[config.mk]
export PLATFORM = sky130hd
export DESIGN_NAME = fleuf_front
export DESIGN_NICKNAME = d
export VERILOG_FILES = /design/src/rtl/fleuf_pkg.sv /design/src/rtl/fleuf_front.sv
export SDC_FILE = /design/constraint.sdc
export NUM_CORES = 1
export LEC_CHECK = 0
export ABC_AREA = 0
export BUFFER_PORTS_ARGS = -buffer_cell sky130_fd_sc_hd__buf_4
export CAP_MARGIN = 30
export CORE_AREA = 2 2 224 226
export DETAILED_ROUTE_END_ITERATION = 16
export DIE_AREA = 0 0 226 228
export GPL_ROUTABILITY_DRIVEN = 0
export GPL_TIMING_DRIVEN = 0
export PLACE_DENSITY = 0.74
export SETUP_SLACK_MARGIN = 0.5
export SLEW_MARGIN = 10
export SYNTH_ARGS = -nofsm -noshare
export SYNTH_HDL_FRONTEND = slang
export SYNTH_SLANG_ARGS = --single-unit
[constraint.sdc]
create_clock -name clk -period 13.5 [get_ports clk]
set_input_delay 0.675 -clock clk [delete_from_list [all_inputs] [get_ports clk]]
set_output_delay 0.675 -clock clk [all_outputs]
set_load 0.1 [all_outputs]
[src/rtl/fleuf_pkg.sv]
// ----------------------------------------------------------------------------
// fleuf_pkg: shared types and constants of the upwind flux stage
// Field widths, register indexes, the queue entry format, and the
// fixed-point helpers used by the back end.
// ----------------------------------------------------------------------------
package fleuf_pkg;

    localparam int FRAC_BITS = 16;
    localparam int QW        = 32;
    localparam int GW        = 19;
    localparam int TW        = 31;
    localparam int CFG_IDX_W = 2;

    localparam logic [CFG_IDX_W-1:0] REG_GAMMA = 2'd0;
    localparam logic [CFG_IDX_W-1:0] REG_TSTEP = 2'd1;
    localparam logic [CFG_IDX_W-1:0] REG_AXIS  = 2'd2;

    localparam logic [GW-1:0] GAMMA_RST = 19'd26214;
    localparam logic [TW-1:0] TSTEP_RST = 31'd65;

    localparam logic signed [QW-1:0] Q_MAX = 32'sh7FFF_FFFF;
    localparam logic signed [QW-1:0] Q_MIN = 32'sh8000_0000;

    // One cell as held in the window
    typedef struct packed {
        logic signed [QW-1:0] rho;
        logic signed [QW-1:0] u;
        logic signed [QW-1:0] v;
        logic signed [QW-1:0] p;
    } cell_t;

    // One job handed from front to back: left, middle, right cells
    typedef struct packed {
        cell_t         left;
        cell_t         mid;
        cell_t         right;
        logic [TW-1:0] spacing;
        logic          line_end;
    } job_t;

    // Saturate a 66-bit signed value to Q range
    function automatic logic signed [QW-1:0] sat66(input logic signed [65:0] x);
        logic signed [65:0] hi;
        logic signed [65:0] lo;
        begin
            hi = 66'(signed'(Q_MAX));
            lo = 66'(signed'(Q_MIN));
            if (x > hi)
                sat66 = Q_MAX;
            else if (x < lo)
                sat66 = Q_MIN;
            else
                sat66 = x[QW-1:0];
        end
    endfunction

    // Q multiply of a registered product: floor shift then saturate
    function automatic logic signed [QW-1:0] qscale(input logic signed [65:0] prod);
        logic signed [65:0] sh;
        begin
            sh = prod >>> FRAC_BITS;
            qscale = sat66(sh);
        end
    endfunction

    function automatic logic signed [QW-1:0] qadd(input logic signed [QW-1:0] a,
                                                  input logic signed [QW-1:0] b);
        logic signed [65:0] s;
        begin
            s = 66'(a) + 66'(b);
            qadd = sat66(s);
        end
    endfunction

    function automatic logic signed [QW-1:0] qsub(input logic signed [QW-1:0] a,
                                                  input logic signed [QW-1:0] b);
        logic signed [65:0] s;
        begin
            s = 66'(a) - 66'(b);
            qsub = sat66(s);
        end
    endfunction

endpackage

[src/rtl/fleuf_front.sv]
// ----------------------------------------------------------------------------
// fleuf_front: cell window and job issue
// Shift cells into the three-cell window and push a job for each middle
// cell that has both neighbors; empty the window on the line end.
// ----------------------------------------------------------------------------
module fleuf_front
    import fleuf_pkg::*;
(
    input  logic                 clk,
    input  logic                 rst_n,
    input  logic                 valid,
    output logic                 ready,
    input  logic signed [QW-1:0] density,
    input  logic signed [QW-1:0] x_velocity,
    input  logic signed [QW-1:0] y_velocity,
    input  logic signed [QW-1:0] pressure,
    input  logic [TW-1:0]        cell_spacing,
    input  logic                 line_end,
    output logic                 job_valid,
    input  logic                 job_ready,
    output job_t                 job
);

    cell_t         left_reg,  left_next;
    cell_t         mid_reg,   mid_next;
    logic [TW-1:0] sp_reg,    sp_next;
    logic [1:0]    seen_reg,  seen_next;
    logic          jv_reg,    jv_next;
    job_t          job_reg,   job_next;
    cell_t         arrive;
    logic          take;

    // Single-entry queue slot; a cell is taken only when the slot can hold
    // any job it produces.
    assign ready = !jv_reg || job_ready;
    assign take  = valid && ready;

    always_comb
    begin
        arrive    = '{rho: density, u: x_velocity, v: y_velocity, p: pressure};
        left_next = left_reg;
        mid_next  = mid_reg;
        sp_next   = sp_reg;
        seen_next = seen_reg;
        job_next  = job_reg;
        jv_next   = jv_reg && !job_ready;
        if (take)
        begin
            if (seen_reg == 2'd2)
            begin
                jv_next  = 1'b1;
                job_next = '{left: left_reg, mid: mid_reg, right: arrive,
                             spacing: sp_reg, line_end: line_end};
            end
            left_next = mid_reg;
            mid_next  = arrive;
            sp_next   = cell_spacing;
            if (line_end)
                seen_next = 2'd0;
            else if (seen_reg != 2'd2)
                seen_next = seen_reg + 2'd1;
        end
    end

    always_ff @(posedge clk or negedge rst_n)
    begin
        if (!rst_n)
        begin
            seen_reg <= 2'd0;
            jv_reg   <= 1'b0;
            left_reg <= '0;
            mid_reg  <= '0;
            sp_reg   <= '0;
        end
        else
        begin
            seen_reg <= seen_next;
            jv_reg   <= jv_next;
            left_reg <= left_next;
            mid_reg  <= mid_next;
            sp_reg   <= sp_next;
        end
    end

    always_ff @(posedge clk)
    begin
        job_reg <= job_next;
    end

    assign job_valid = jv_reg;
    assign job       = job_reg;

endmodule

# Yosys cells after proc, flatten, opt, wreduce, memory -nomap -nowiden
# Cells that the tools add are included.
# totals
regBits,706
output_inout_bits,418
elab_cells,40
# classes
addsub,1
eq_ne,2
muxes,4
n_reduce_logical,8
# ops
op,count
$mux 2,2
$reduce_and 2->1,2
$add 2x1->2 const B,1
$eq 2x2->1 const B,1
$logic_and 1x1->1,2
$logic_not 1->1,2
$mux 1,2
$ne 2x2->1 const B,1
$reduce_bool 2->1,1
$logic_or 1x1->1,1

# Longest topological paths before layout
# logic_depth
depth_word,4
mapped_depth,7
ltp_nobuf,5

# Worst setup path before layout
# No wires, ideal clock.
# synth_timing
path_type,reg-to-reg
start,register jv_reg (netlist: job_valid)
end,"register job_reg (netlist bit job[0]), enable pin"
arrival_time_ns,10.732
setup_slack_ns,1.931
path_stages_with_launch,4
path_buffers,1
cell_sequence,dfrtp_1 -> nand2b_4 -> buf_6 -> and3_1
# synth_via
elab_chain_len,4
# synth_rtl
item,line_no,source
start: declaration,fleuf_front.sv:28,"logic jv_reg, jv_next;"
start signal: assignment,fleuf_front.sv:78,jv_reg <= jv_next;
$logic_not 1->1,fleuf_front.sv:35,assign ready = !jv_reg || job_ready;
$logic_or 1x1->1,fleuf_front.sv:35,
named net ready,fleuf_front.sv:12,"output logic ready,"
$logic_and 1x1->1,fleuf_front.sv:36,assign take = valid && ready;
$reduce_and 2->1 (no line),--,
end signal: assignment,fleuf_front.sv:87,job_reg <= job_next;
end: declaration,fleuf_front.sv:29,"job_t job_reg, job_next;"
# The timed path passes the listed nets, and every way through them passes these cells.
# A chain may end at the register's enable or synchronous reset.

# Final worst setup path
# layout_timing
start,register seen_reg[0]
end,"register job_reg (netlist bit job[82]), enable pin"
# layout_via
elab_chain_len,2
# layout_rtl
item,line_no,source
start: declaration,fleuf_front.sv:27,"logic [1:0] seen_reg, seen_next;"
start signal: assignment,fleuf_front.sv:77,seen_reg <= seen_next;
$eq 2x2->1,fleuf_front.sv:49,if (seen_reg == 2'd2)
$reduce_and 2->1 (no line),--,
# Every way passes these cells.

==> impl_metrics.json <==
{
  "worst_slack_ps": 10540,
  "crit_arrival_ps": 3220,
  "fp.coreArea_um2": 49300,
  "rsz0062_at_grt": "false",
  "dp_hpwl_mm": 36.6,
  "track_usage_pct": 20.4,
  "drc_errors": 0,
  "dieArea_um2": 51500,
  "place_worst_setup_slack_ps": 10280,
  "report.final.slew_viol_count": 0,
  "area.growth.synth_to_final_pct": 32.1,
  "die_x_um": 226,
  "grt_pass1_vias": 12614,
  "synth-seq-cells": 706,
  "root_buffer": "clkbuf_16",
  "rows": 82,
  "skew_ps": 15.7,
  "leakage_nw": 13.4,
  "ioPinCount": 582,
  "clk_latency_ps": 580,
  "gr-total-overflow": 0,
  "htree_num_levels": 3,
  "yosys.area.top_type_share_pct": 51.6,
  "timing.rr.start": "seen_reg[0]$_DFFE_PN0P_",
  "r2r_slack_ps": 10540,
  "worst_hold_slack_ps": 102,
  "crit_required_ps": 13750,
  "cts_resized": 0,
  "cts_tree": "built",
  "largest_reg_flops": 416,
  "dr.first_iter.drc_count": 658,
  "start_util_pct": 49.0,
  "die_h_um": 228,
  "cp-start-kind": "register",
  "ff2ff_path_depth": 7,
  "tightest_slew_ps": 733,
  "drtPass1Iterations": 4,
  "routed_wl_mm": 52.4,
  "syn-num-nets": 1209,
  "power.density_nw_per_um2": 214,
  "min_period_over_period_pct": 21.9,
  "nNetsFinal": 1871,
  "cts_setup_buffers": 0,
  "ys_seq_area_share_pct": 81.6,
  "wire_per_inst_um": 21.5,
  "grt_pass1_wl_mm": 78.1,
  "cts_buffers": 70,
  "min_path_type": "in2async",
  "r2r-end": "job[82]$_DFFE_PP_",
  "yosys.area.top_type": "edfxtp_1",
  "setup_violations": 0,
  "via_per_inst": 4.89,
  "synth_area_um2": 24200,
  "fmax_mhz": 338,
  "relSlewSlack_pct": 51.1,
  "drv_cap": 0,
  "critPathKind": "reg2reg",
  "vias": 11904,
  "netlist_instances": 1044,
  "clockBufferDepth": 3,
  "worst-path-max-fanout": 65,
  "synth_cell_types": 16,
  "cts.reportedPaths.clkPinSlew_ps": 60,
  "io_buffers": 581,
  "drive_gt1_share_pct": 57.8,
  "avgSynthCellArea_um2": 23.2,
  "status": "finished clean",
  "fill_cells": 3323,
  "synth.area.top_cells": "edfxtp_1 52%, dfrtp_1 30%, mux2_4 13%, mux2_2 3.7%, buf_6 1.2%",
  "ir_drop_uv": 125,
  "hold_viol_final": 0,
  "synth_warnings": 0,
  "period_needed_ps": 2960,
  "grt_max_degree": 103,
  "postRouteAntennaNets": 0,
  "cts_hold_buf": 0,
  "antenna_found_initial": 2,
  "cts_sinks": 706,
  "crit_path_end_kind": "register"
}
cells by family (layout without fill, tap and decap cells):
group	after synthesis	count (layout)	synth area share, %
DFF	706	706	81.6
other	0	1	0
muxes	287	287	16.6
AOI/OAI and AO/OA	2	2	0.0620
adders and majority gates	1	1	0.0517
buffers and inverters	35	754	1.39
and+or+nand+nor	13	13	0.295
how the worst max path moves through the flow:
stage                             from                 end  slack, ps  depth (start not counted)
2_1_floorplan      job_valid$_DFF_PN0_    job[0]$_DFFE_PP_       1930                          3
3_3_place_gp                 job_ready   job[82]$_DFFE_PP_      -1460                          4
3_5_place_dp                 job_ready   job[82]$_DFFE_PP_      10280                          8
4_1_cts        seen_reg[0]$_DFFE_PN0P_   job[82]$_DFFE_PP_      10500                          7
5_1_grt        seen_reg[0]$_DFFE_PN0P_  job[207]$_DFFE_PP_      10370                          7
6_report       seen_reg[0]$_DFFE_PN0P_   job[82]$_DFFE_PP_      10540                          7
cell type report:
cell class	instances	area (um2)	area share, %
Clock buffer	98	2010	6.29
Buffer	33	328	1.03
Inverter	2	7.51	0.0235
Tap cell	672	841	2.63
Multi-Input combinational cell	303	4120	12.9
Clock inverter	31	297	0.928
Antenna cell	1	2.50	0.00783
Sequential cell	706	19700	61.8
Timing Repair Buffer	590	4620	14.4
cells in the final DEF (no fill, tap or decap), drive strengths merged:
| master | Yosys | routed |
|---|---|---|
| clkbuf | 0 | 98 |
| ha | 1 | 1 |
| buf | 33 | 623 |
| and3 | 1 | 1 |
| bufinv | 0 | 5 |
| nand3 | 2 | 2 |
| mux2 | 287 | 287 |
| edfxtp | 416 | 416 |
| inv | 2 | 7 |
| and2 | 1 | 1 |
| clkinvlp | 0 | 2 |
| nor2b | 1 | 1 |
| nand2b | 1 | 1 |
| clkinv | 0 | 19 |
| nor3 | 2 | 2 |
| dfrtp | 290 | 290 |
| o211ai | 2 | 2 |
| nand2 | 5 | 5 |
| diode | 0 | 1 |
metrics by stage:
step | instances | TNS (ps) | area (um2) | util [%] | power [mW]
after CTS | 2435 | 0 | 32000 | 64.8 | 6.90
after global routing | 2436 | 0 | 32000 | 64.8 | 7.07
final | 2436 | 0 | 32000 | 64.8 | 6.84
after detailed placement | 2306 | 0 | 29700 | 60.1 | 4.96
after floorplan | 1044 | 0 | 24200 | - | 4.55
after global placement | 2297 | -588430 | 29400 | 59.6 | 4.99
cells in the mapped netlist:
master / n
nor3_1: 2
and2_1: 1
mux2_4: 208
nand2b_4: 1
dfrtp_1: 290
buf_6: 26
nand3_1: 2
nor2b_1: 1
o211ai_1: 2
buf_2: 7
nand2_1: 5
ha_1: 1
and3_1: 1
mux2_2: 79
edfxtp_1: 416
inv_1: 2
layer usage:
layer | track usage, % | share of wire (%) | routed length [um]
met5 | 0 | 0.025 | 13
met4 | 8.26 | 3.2 | 1680
met3 | 6.39 | 7.9 | 4160
met2 | 34.3 | 51 | 26800
met1 | 24.5 | 38 | 19800
where the power goes:
group	internal [mW]	total (mW)	switching (mW)	leakage, nW
Sequential	2.77	2.96	0.190	7.16
Combinational	0.547	1.96	1.41	5.13
Clock	1.14	1.92	0.780	1.14
Total	4.45	6.84	2.38	13.4
critical path: stages, from the launching register on:
cell	delay, ps
dfrtp_1	400
inv_1	90
ha_1	240
and3_4	580
buf_16	300
buf_16	340
buf_16	290
buf_16	290
Note: power is estimated with default switching activity, not from simulation.
